File: src/dms_pkg.sv
package dms_pkg;

    localparam int QUEUE_DEPTH = 16;
    localparam int MAX_TARGETS = 8;
    localparam int RESULT_CAP  = 16;
    localparam int MASK_W      = 8;

    localparam int QIDX_W = (QUEUE_DEPTH > 1) ? $clog2(QUEUE_DEPTH) : 1;
    localparam int QCNT_W = $clog2(QUEUE_DEPTH + 1);
    localparam int TIDX_W = (MAX_TARGETS > 1) ? $clog2(MAX_TARGETS) : 1;
    localparam int TCNT_W = $clog2(MAX_TARGETS + 1);
    localparam int KCNT_W = $clog2(RESULT_CAP + 1);

    localparam int IN_DATA_W  = 120;
    localparam int OUT_DATA_W = 104;

    localparam logic [2:0] CMD_TICK     = 3'd0;
    localparam logic [2:0] CMD_SEND     = 3'd1;
    localparam logic [2:0] CMD_FORCE    = 3'd2;
    localparam logic [2:0] CMD_FLUSH    = 3'd3;
    localparam logic [2:0] CMD_REGISTER = 3'd4;
    localparam logic [2:0] CMD_CLEAR    = 3'd5;

    localparam logic [1:0] DK_SINGLE = 2'd0;
    localparam logic [1:0] DK_GROUP  = 2'd1;
    localparam logic [1:0] DK_ALL    = 2'd2;

    localparam logic [2:0] RK_DELIVERY   = 3'd0;
    localparam logic [2:0] RK_QUEUED     = 3'd1;
    localparam logic [2:0] RK_REGISTERED = 3'd2;
    localparam logic [2:0] RK_TABLE_FULL = 3'd3;
    localparam logic [2:0] RK_QUEUE_FULL = 3'd4;

    typedef logic [7:0] group_t [MAX_TARGETS];

    typedef struct packed {
        logic [2:0]        kind;
        logic [MASK_W-1:0] mask;
        logic [7:0]        src;
        logic [15:0]       code;
        logic [31:0]       data_a;
        logic [31:0]       data_b;
        logic [2:0]        slot;
    } res_t;

endpackage

File: src/dms_reach.sv
module dms_reach (
    input  logic [1:0]                 dest_kind,
    input  logic [7:0]                 dest,
    input  logic [dms_pkg::TCNT_W-1:0] target_count,
    input  dms_pkg::group_t            target_group,
    output logic [dms_pkg::MASK_W-1:0] mask
);
    import dms_pkg::*;

    localparam int NM = (MAX_TARGETS < MASK_W) ? MAX_TARGETS : MASK_W;

    always_comb
    begin
        mask = '0;
        case (dest_kind)
            DK_SINGLE:
            begin
                for (int t = 0; t < NM; t++)
                begin
                    if (dest == 8'(t) && TCNT_W'(t) < target_count)
                        mask[t] = 1'b1;
                end
            end
            DK_GROUP:
            begin
                for (int t = 0; t < NM; t++)
                begin
                    if (TCNT_W'(t) < target_count && target_group[t] == dest)
                        mask[t] = 1'b1;
                end
            end
            DK_ALL:
            begin
                for (int t = 0; t < NM; t++)
                begin
                    if (TCNT_W'(t) < target_count)
                        mask[t] = 1'b1;
                end
            end
            default: mask = '0;
        endcase
    end
endmodule

File: src/delayed_message_scheduler.sv
// Channel  Dir  Fields
// s_*      in   tuser: cmd; tdata: commands and message contents
// m_*      out  tuser: result kind; tdata: delivery or status; tlast: last result
//
// Send, register, clear: do the work at the accepting edge; send and register
// then hand their result to the output register once it is free; clear gives none.
// Tick, force, flush: each queued entry goes in turn through the shared scan
// step, then a finish step; a delivering scan step stalls while the output
// register is full and cannot take the held result.
// One result is held back so tlast can be set on the final one of a command.
// Reset empties the queue and the target table; no clearing pass.
// s_tready is high only when no command is in progress.
module delayed_message_scheduler (
    input  logic                               clk,
    input  logic                               rst_n,
    input  logic                               s_tvalid,
    output logic                               s_tready,
    // cmd[2:0]
    input  logic [2:0]                         s_tuser,
    // dest_kind[1:0], source[9:2], dest[17:10], any_sender[18],
    // message_code[34:19], delay[50:35], data_a[82:51], data_b[114:83]
    input  logic [dms_pkg::IN_DATA_W-1:0]      s_tdata,
    output logic                               m_tvalid,
    input  logic                               m_tready,
    // kind[2:0]
    output logic [2:0]                         m_tuser,
    // target_mask[7:0], out_source[15:8], out_code[31:16],
    // out_data_a[63:32], out_data_b[95:64], slot[98:96]
    output logic [dms_pkg::OUT_DATA_W-1:0]     m_tdata,
    output logic                               m_tlast
);
    import dms_pkg::*;

    typedef enum logic [2:0] {
        ST_IDLE = 3'b001,
        ST_SCAN = 3'b010,
        ST_FIN  = 3'b100
    } state_t;

    state_t state_reg, state_next;

    // latched command
    logic [2:0]  cmd_reg, cmd_next;
    logic [1:0]  dk_reg, dk_next;
    logic [7:0]  src_reg, src_next;
    logic [7:0]  dst_reg, dst_next;
    logic        any_reg, any_next;

    // queue storage
    logic [1:0]  qk_reg [QUEUE_DEPTH];
    logic [7:0]  qs_reg [QUEUE_DEPTH];
    logic [7:0]  qd_reg [QUEUE_DEPTH];
    logic [15:0] qc_reg [QUEUE_DEPTH];
    logic [15:0] ql_reg [QUEUE_DEPTH];
    logic [31:0] qa_reg [QUEUE_DEPTH];
    logic [31:0] qb_reg [QUEUE_DEPTH];
    logic [1:0]  qk_next [QUEUE_DEPTH];
    logic [7:0]  qs_next [QUEUE_DEPTH];
    logic [7:0]  qd_next [QUEUE_DEPTH];
    logic [15:0] qc_next [QUEUE_DEPTH];
    logic [15:0] ql_next [QUEUE_DEPTH];
    logic [31:0] qa_next [QUEUE_DEPTH];
    logic [31:0] qb_next [QUEUE_DEPTH];
    logic [QCNT_W-1:0] qcnt_reg, qcnt_next;

    // target table
    group_t tg_reg, tg_next;
    logic [TCNT_W-1:0] tcnt_reg, tcnt_next;

    // scan sequencer
    logic [QCNT_W-1:0] rd_reg, rd_next;
    logic [QCNT_W-1:0] wr_reg, wr_next;
    logic [KCNT_W-1:0] k_reg, k_next;

    // held-back result and output register
    res_t pend_reg, pend_next;
    logic pend_valid_reg, pend_valid_next;
    res_t out_reg, out_next;
    logic out_valid_reg, out_valid_next;
    logic out_last_reg, out_last_next;

    // input fields
    logic [1:0]  in_dk;
    logic [7:0]  in_src, in_dst;
    logic        in_any;
    logic [15:0] in_code, in_delay;
    logic [31:0] in_a, in_b;

    assign in_dk    = s_tdata[1:0];
    assign in_src   = s_tdata[9:2];
    assign in_dst   = s_tdata[17:10];
    assign in_any   = s_tdata[18];
    assign in_code  = s_tdata[34:19];
    assign in_delay = s_tdata[50:35];
    assign in_a     = s_tdata[82:51];
    assign in_b     = s_tdata[114:83];

    logic [QIDX_W-1:0] ri, wi;
    assign ri = rd_reg[QIDX_W-1:0];
    assign wi = wr_reg[QIDX_W-1:0];

    // shared reach unit: the incoming message when idle, else the scanned entry
    logic [1:0]        rch_kind;
    logic [7:0]        rch_dest;
    logic [MASK_W-1:0] rch_mask;

    assign rch_kind = (state_reg == ST_IDLE) ? in_dk  : qk_reg[ri];
    assign rch_dest = (state_reg == ST_IDLE) ? in_dst : qd_reg[ri];

    dms_reach u_reach (
        .dest_kind    (rch_kind),
        .dest         (rch_dest),
        .target_count (tcnt_reg),
        .target_group (tg_reg),
        .mask         (rch_mask)
    );

    logic can_emit;
    assign can_emit = !out_valid_reg || m_tready;
    assign s_tready = (state_reg == ST_IDLE);

    logic [15:0] dec_delay;
    logic        hit, deliver, drop;

    always_comb
    begin
        state_next      = state_reg;
        cmd_next        = cmd_reg;
        dk_next         = dk_reg;
        src_next        = src_reg;
        dst_next        = dst_reg;
        any_next        = any_reg;
        qk_next         = qk_reg;
        qs_next         = qs_reg;
        qd_next         = qd_reg;
        qc_next         = qc_reg;
        ql_next         = ql_reg;
        qa_next         = qa_reg;
        qb_next         = qb_reg;
        qcnt_next       = qcnt_reg;
        tg_next         = tg_reg;
        tcnt_next       = tcnt_reg;
        rd_next         = rd_reg;
        wr_next         = wr_reg;
        k_next          = k_reg;
        pend_next       = pend_reg;
        pend_valid_next = pend_valid_reg;
        out_next        = out_reg;
        out_last_next   = out_last_reg;
        out_valid_next  = out_valid_reg && !m_tready;

        dec_delay = (ql_reg[ri] != 16'd0) ? ql_reg[ri] - 16'd1 : 16'd0;
        hit = (qk_reg[ri] == dk_reg) && (qd_reg[ri] == dst_reg)
              && (any_reg || qs_reg[ri] == src_reg);
        deliver = 1'b0;
        drop    = 1'b0;

        case (state_reg)
            ST_IDLE:
            begin
                if (s_tvalid)
                begin
                    cmd_next  = s_tuser;
                    dk_next   = in_dk;
                    src_next  = in_src;
                    dst_next  = in_dst;
                    any_next  = in_any;
                    rd_next   = '0;
                    wr_next   = '0;
                    k_next    = '0;
                    state_next = ST_FIN;
                    case (s_tuser)
                        CMD_TICK, CMD_FORCE, CMD_FLUSH: state_next = ST_SCAN;
                        CMD_SEND:
                        begin
                            pend_valid_next = 1'b1;
                            pend_next = '{kind: RK_DELIVERY, mask: rch_mask, src: in_src,
                                          code: in_code, data_a: in_a, data_b: in_b,
                                          slot: 3'd0};
                            if (in_delay != 16'd0)
                            begin
                                pend_next.mask = '0;
                                if (qcnt_reg >= QCNT_W'(QUEUE_DEPTH))
                                begin
                                    pend_next.kind = RK_QUEUE_FULL;
                                end
                                else
                                begin
                                    pend_next.kind = RK_QUEUED;
                                    qk_next[qcnt_reg[QIDX_W-1:0]] = in_dk;
                                    qs_next[qcnt_reg[QIDX_W-1:0]] = in_src;
                                    qd_next[qcnt_reg[QIDX_W-1:0]] = in_dst;
                                    qc_next[qcnt_reg[QIDX_W-1:0]] = in_code;
                                    ql_next[qcnt_reg[QIDX_W-1:0]] = in_delay;
                                    qa_next[qcnt_reg[QIDX_W-1:0]] = in_a;
                                    qb_next[qcnt_reg[QIDX_W-1:0]] = in_b;
                                    qcnt_next = qcnt_reg + QCNT_W'(1);
                                end
                            end
                        end
                        CMD_REGISTER:
                        begin
                            pend_valid_next = 1'b1;
                            pend_next = '0;
                            if (tcnt_reg >= TCNT_W'(MAX_TARGETS))
                            begin
                                pend_next.kind = RK_TABLE_FULL;
                            end
                            else
                            begin
                                pend_next.kind = RK_REGISTERED;
                                pend_next.slot = 3'(tcnt_reg);
                                tg_next[tcnt_reg[TIDX_W-1:0]] = in_dst;
                                tcnt_next = tcnt_reg + TCNT_W'(1);
                            end
                        end
                        CMD_CLEAR:
                        begin
                            qcnt_next = '0;
                            tcnt_next = '0;
                        end
                        default: state_next = ST_FIN;
                    endcase
                end
            end
            ST_SCAN:
            begin
                if (rd_reg == qcnt_reg)
                begin
                    qcnt_next  = wr_reg;
                    state_next = ST_FIN;
                end
                else
                begin
                    case (cmd_reg)
                        CMD_TICK:  deliver = (dec_delay == 16'd0)
                                             && (k_reg < KCNT_W'(RESULT_CAP));
                        CMD_FORCE: deliver = hit && (k_reg < KCNT_W'(RESULT_CAP));
                        CMD_FLUSH: drop = hit;
                        default:   drop = 1'b0;
                    endcase
                    // stall while the held result cannot move out
                    if (!(deliver && pend_valid_reg && !can_emit))
                    begin
                        if (deliver)
                        begin
                            if (pend_valid_reg)
                            begin
                                out_next       = pend_reg;
                                out_last_next  = 1'b0;
                                out_valid_next = 1'b1;
                            end
                            pend_valid_next = 1'b1;
                            pend_next = '{kind: RK_DELIVERY, mask: rch_mask,
                                          src: qs_reg[ri], code: qc_reg[ri],
                                          data_a: qa_reg[ri], data_b: qb_reg[ri],
                                          slot: 3'd0};
                            k_next = k_reg + KCNT_W'(1);
                        end
                        else if (!drop)
                        begin
                            // compact kept entries toward the head
                            qk_next[wi] = qk_reg[ri];
                            qs_next[wi] = qs_reg[ri];
                            qd_next[wi] = qd_reg[ri];
                            qc_next[wi] = qc_reg[ri];
                            ql_next[wi] = (cmd_reg == CMD_TICK) ? dec_delay : ql_reg[ri];
                            qa_next[wi] = qa_reg[ri];
                            qb_next[wi] = qb_reg[ri];
                            wr_next = wr_reg + QCNT_W'(1);
                        end
                        rd_next = rd_reg + QCNT_W'(1);
                    end
                end
            end
            ST_FIN:
            begin
                if (!pend_valid_reg)
                begin
                    state_next = ST_IDLE;
                end
                else if (can_emit)
                begin
                    out_next        = pend_reg;
                    out_last_next   = 1'b1;
                    out_valid_next  = 1'b1;
                    pend_valid_next = 1'b0;
                    state_next      = ST_IDLE;
                end
            end
            default: state_next = ST_IDLE;
        endcase
    end

    always_ff @(posedge clk or negedge rst_n)
    begin
        if (!rst_n)
        begin
            state_reg      <= ST_IDLE;
            qcnt_reg       <= '0;
            tcnt_reg       <= '0;
            pend_valid_reg <= 1'b0;
            out_valid_reg  <= 1'b0;
            rd_reg         <= '0;
            wr_reg         <= '0;
            k_reg          <= '0;
        end
        else
        begin
            state_reg      <= state_next;
            qcnt_reg       <= qcnt_next;
            tcnt_reg       <= tcnt_next;
            pend_valid_reg <= pend_valid_next;
            out_valid_reg  <= out_valid_next;
            rd_reg         <= rd_next;
            wr_reg         <= wr_next;
            k_reg          <= k_next;
        end
    end

    always_ff @(posedge clk)
    begin
        cmd_reg      <= cmd_next;
        dk_reg       <= dk_next;
        src_reg      <= src_next;
        dst_reg      <= dst_next;
        any_reg      <= any_next;
        qk_reg       <= qk_next;
        qs_reg       <= qs_next;
        qd_reg       <= qd_next;
        qc_reg       <= qc_next;
        ql_reg       <= ql_next;
        qa_reg       <= qa_next;
        qb_reg       <= qb_next;
        tg_reg       <= tg_next;
        pend_reg     <= pend_next;
        out_reg      <= out_next;
        out_last_reg <= out_last_next;
    end

    assign m_tvalid = out_valid_reg;
    assign m_tuser  = out_reg.kind;
    assign m_tlast  = out_last_reg;
    assign m_tdata  = {5'd0, out_reg.slot, out_reg.data_b, out_reg.data_a,
                       out_reg.code, out_reg.src, out_reg.mask};

    a_idle_no_pend: assert property (@(posedge clk) disable iff (!rst_n)
        (state_reg == ST_IDLE) |-> !pend_valid_reg)
        else $error("held result left over in idle");
    a_qcnt_range: assert property (@(posedge clk) disable iff (!rst_n)
        qcnt_reg <= QCNT_W'(QUEUE_DEPTH))
        else $error("queue count out of range");
    a_compact_order: assert property (@(posedge clk) disable iff (!rst_n)
        (state_reg == ST_SCAN) |-> (wr_reg <= rd_reg && rd_reg <= qcnt_reg))
        else $error("scan write index passed read index");
    a_result_cap: assert property (@(posedge clk) disable iff (!rst_n)
        k_reg <= KCNT_W'(RESULT_CAP))
        else $error("result budget exceeded");

endmodule
File: config.mk
export PLATFORM = sky130hd
export DESIGN_NAME = delayed_message_scheduler
export DESIGN_NICKNAME = d
export VERILOG_FILES = /design/src/dms_pkg.sv /design/src/dms_reach.sv /design/src/delayed_message_scheduler.sv
export SDC_FILE = /design/constraint.sdc
export NUM_CORES = 2
export LEC_CHECK = 0
export BUFFER_PORTS_ARGS = -buffer_cell sky130_fd_sc_hd__buf_2
export CAP_MARGIN = 30
export CELL_PAD_IN_SITES_DETAIL_PLACEMENT = 1
export CELL_PAD_IN_SITES_GLOBAL_PLACEMENT = 1
export CORE_MARGIN = 1.5
export CORE_UTILIZATION = 40
export CTS_BUF_LIST = sky130_fd_sc_hd__clkbuf_16
export DETAILED_ROUTE_END_ITERATION = 10
export GPL_ROUTABILITY_DRIVEN = 0
export PLACE_DENSITY = 0.68
export SYNTH_ARGS = -nofsm -noshare
export SYNTH_HDL_FRONTEND = slang
export SYNTH_SLANG_ARGS = --single-unit
File: constraint.sdc
create_clock -name clk -period 10.75 [get_ports clk]
set_clock_uncertainty 0.15 [all_clocks]
set_input_delay 2.6875 -clock clk [delete_from_list [all_inputs] [get_ports clk]]
set_output_delay 2.6875 -clock clk [all_outputs]
set_load 0.05 [all_outputs]
==> results.md <==
* Startpoint types: flop
* Largest area contributor in the synthesized netlist: edfxtp_1
* Synth top area share at 64.2%
* First-pass GRT wire length at approximately 540000 um
* Final Util at a little under half
* Met3 wire length at 44000 um
* Mapped Area at ~0.1 mm2
* IR drop worst, VDD at 0.193 mV
* Vias in the first global route at roughly 74000
* Total iterations of the first detailed-routing run at 6
* DR vias/cell at ~7.0
* Die X-Extent at between 500 and 600 um
* Critical Path Sink Type: flop
* GRT overflow at 0
* DRT antenna net count at 0
* Chip height at 500 um
* R2R depth at 13
* Startpoint of the worst hold path: pend_reg[66]$_DFFE_PP_
* Yosys warns at 0
* #FFs+latches synth at between 2000 and 2500
* Power consumption at 24.4 mW
* Leak Pwr at around 33 nW
* Final period utilization at about two thirds
* Maximum Capacitance Violations at 0
* GRT Resource Usage Total at between 20% and 30%
* Antenna violations before repair at 24
* Final-layout fill cell count at 24400
* Crit Path Max Fanout at between 40 and 50
* DR top layer: met5
* Multi-input combinational cell area at approximately 0.032 mm2
* Least-Margin Pin Slew at 1210 ps
* Final critical-path required period at a little over 7000 ps
* Register area share after synthesis at 64.9%
* Dpl cells at a little under 10000
* Endpoints failing hold at 0
* Resized cells post-CTS at 0
* Register Area at about 0.064 mm2
* Initial Utilization at 40.2%
* Setup Buffers After CTS at 0
* Largest net degree at the start of global routing at approximately 130
* Avg Cell Area, Syn at approximately 14 um2
* WHS Path Cells at 0
* Synth Flop Type: edfxtp_1
* Num CTS Buffers at roughly 220
* Arrival time worst endpoint at 7570 ps
* Power density over the cells at 219 mW/mm2
* Via count at 71700
* Met1 wire length at between 100000 and 150000 um
* Reg clk slew, reported paths at around 70 ps
* Synth cell count leaders: edfxtp_1, o22ai_1, clkbuf_1
* DR WL met2 at about 180000 um
* CTS tree: yes
* Layout cells sized above 1 at 20.5%
* # DRC at 0
* Clock sinks at between 2000 and 2500
* Iteration-0 DRC Markers at ~11000
* Setup ws final at about 3500 ps
* DIE AREA at roughly 0.25 mm2
* PortBufs at about 230
* Layout area overhead at 12.6%
* RSZ-0062 raised after global routing: false
* Setup slack at placement at 3740 ps
* Count leader, synth: edfxtp_1
* Setup TNS at 0 ps
* IO Count at roughly 240
* Crit path from: rd_reg[1]$_DFFE_PN0P_
* Max-slew violations at 0
* H-tree depth at 4
* Clock Path Buffers at 3
* Asr flop ratio synth at 1.35%
* Mapped Cells at approximately 6900
* Clock root cell: clkbuf_16
* Slew margin rel. at a little under a fifth
* F_max at 139 MHz
* CP Class: flop to flop
* Hold Path Class: flop to flop
* Non-filler cells, final at ~10000
* Hpwl dp at ~190000 um
* Worst r2r src: rd_reg[1]$_DFFE_PN0P_
* Post-DR wirelength/cell at 37.0 um
* Largest cells by area after synthesis: edfxtp_1, o22ai_1, mux4_2
* Status: finished, final reports clean
* Final wirelength at roughly 380000 um
* CTS Hold Bufs at 0
* Worst skew pair latency at 950 ps
* Netlist cell types at 89
* Final #Nets at about 6900
* Core ar. at 0.246 mm2
* EDFF count, synth at approximately 2100
* Crit path required time at 11110 ps
* # setup viols final at 0
* Row Count at about 180
-- worst max-delay path, stage by stage, from the launching register on --
cell,delay (ps)
dfrtp_4,1020
buf_4,540
nor2b_1,640
a22oi_1,210
a21boi_1,380
a32oi_1,310
nor3_1,400
a32oi_1,160
o2bb2ai_1,300
nand4b_1,480
nand2_2,390
nand2_1,190
a21oi_4,850
buf_4,640
-- through the flow --
step,hold WS [ps],cell area (um2)
floorplan,250,98900
finish,213,111000
CTS,212,111000
detailed placement,256,104000
global route,240,111000
global placement,252,103000
-- where the power goes --
part / leakage, nW / switching, mW / internal [mW]
Combinational: 10.6 / 4.40 / 1.86
Clock: 3.76 / 3.50 / 4.35
Sequential: 18.8 / 0.226 / 10.1
Total: 33.2 / 8.13 / 16.3
-- routing by layer --
layer	vias up	track usage [%]
met2	5382	47.4
li1	28100	-
met3	988	6.01
met5	-	0
met1	37200	39.1
met4	20	12.4
-- path summary, 6_finish.rpt --
check | to | slack, ps
setup / recovery | pend_reg[48]$_DFFE_PP_ | 3540
hold / removal | m_tdata[63]$_DFFE_PP_ | 210
setup reg to reg | pend_reg[48]$_DFFE_PP_ | 3540
hold reg to reg | m_tdata[63]$_DFFE_PP_ | 210
max in group asynchronous | rd_reg[0]$_DFFE_PN0P_ | 8110
min in group asynchronous | tcnt_reg[3]$_DFFE_PN0P_ | 1700
-- layout by cell type, fill, tap and decap left out, types with 16 or more instances in the layout --
| cell | netlist | routed |
|---|---|---|
| mux2i_1 | 168 | 168 |
| clkinv_2 | 0 | 38 |
| nor2_1 | 77 | 70 |
| nand3_1 | 70 | 53 |
| nand2_1 | 593 | 584 |
| a21oi_1 | 58 | 45 |
| o21a_1 | 17 | 17 |
| dfrtp_1 | 28 | 24 |
| clkinv_1 | 1 | 61 |
| nand3_4 | 0 | 16 |
| o21ai_1 | 83 | 82 |
| buf_12 | 2 | 42 |
| mux4_2 | 443 | 443 |
| buf_16 | 0 | 18 |
| o22ai_1 | 1604 | 1604 |
| a22oi_1 | 20 | 20 |
| edfxtp_1 | 2115 | 2115 |
| buf_2 | 58 | 227 |
| inv_1 | 23 | 70 |
| xnor2_1 | 43 | 43 |
| bufinv_16 | 0 | 23 |
| buf_4 | 16 | 195 |
| clkbuf_16 | 0 | 224 |
| mux2_2 | 111 | 111 |
| o21ai_0 | 383 | 383 |
| nor3_1 | 19 | 18 |
| xor2_1 | 18 | 18 |
-- layout make-up --
class | count | share of cell area, %
sequential | 2144 | 57.7
multi-input combinational | 3922 | 28.4
clock buffer | 224 | 5.03
timing repair buffer | 491 | 3.62
tap | 3220 | 3.62
clock inverter | 189 | 1.58
inverter | 24 | 0.0809
antenna | 8 | 0.0180
-- cell families (layout without fill, tap and decap cells) --
kind of cell,after synthesis,count (layout),share of synthesized area (%)
flip-flops,2144,2144,64.9
buffers and inverters,876,928,3.63
AND/OR/NAND/NOR,871,871,3.79
XOR/XNOR,61,61,0.540
AO/OA/AOI/OAI,2248,2248,13.9
adder cells (fa/ha/maj),13,13,0.164
multiplexers,724,724,13.1
other,1,13,0.00379
Note: power is estimated with default switching activity, not from simulation.
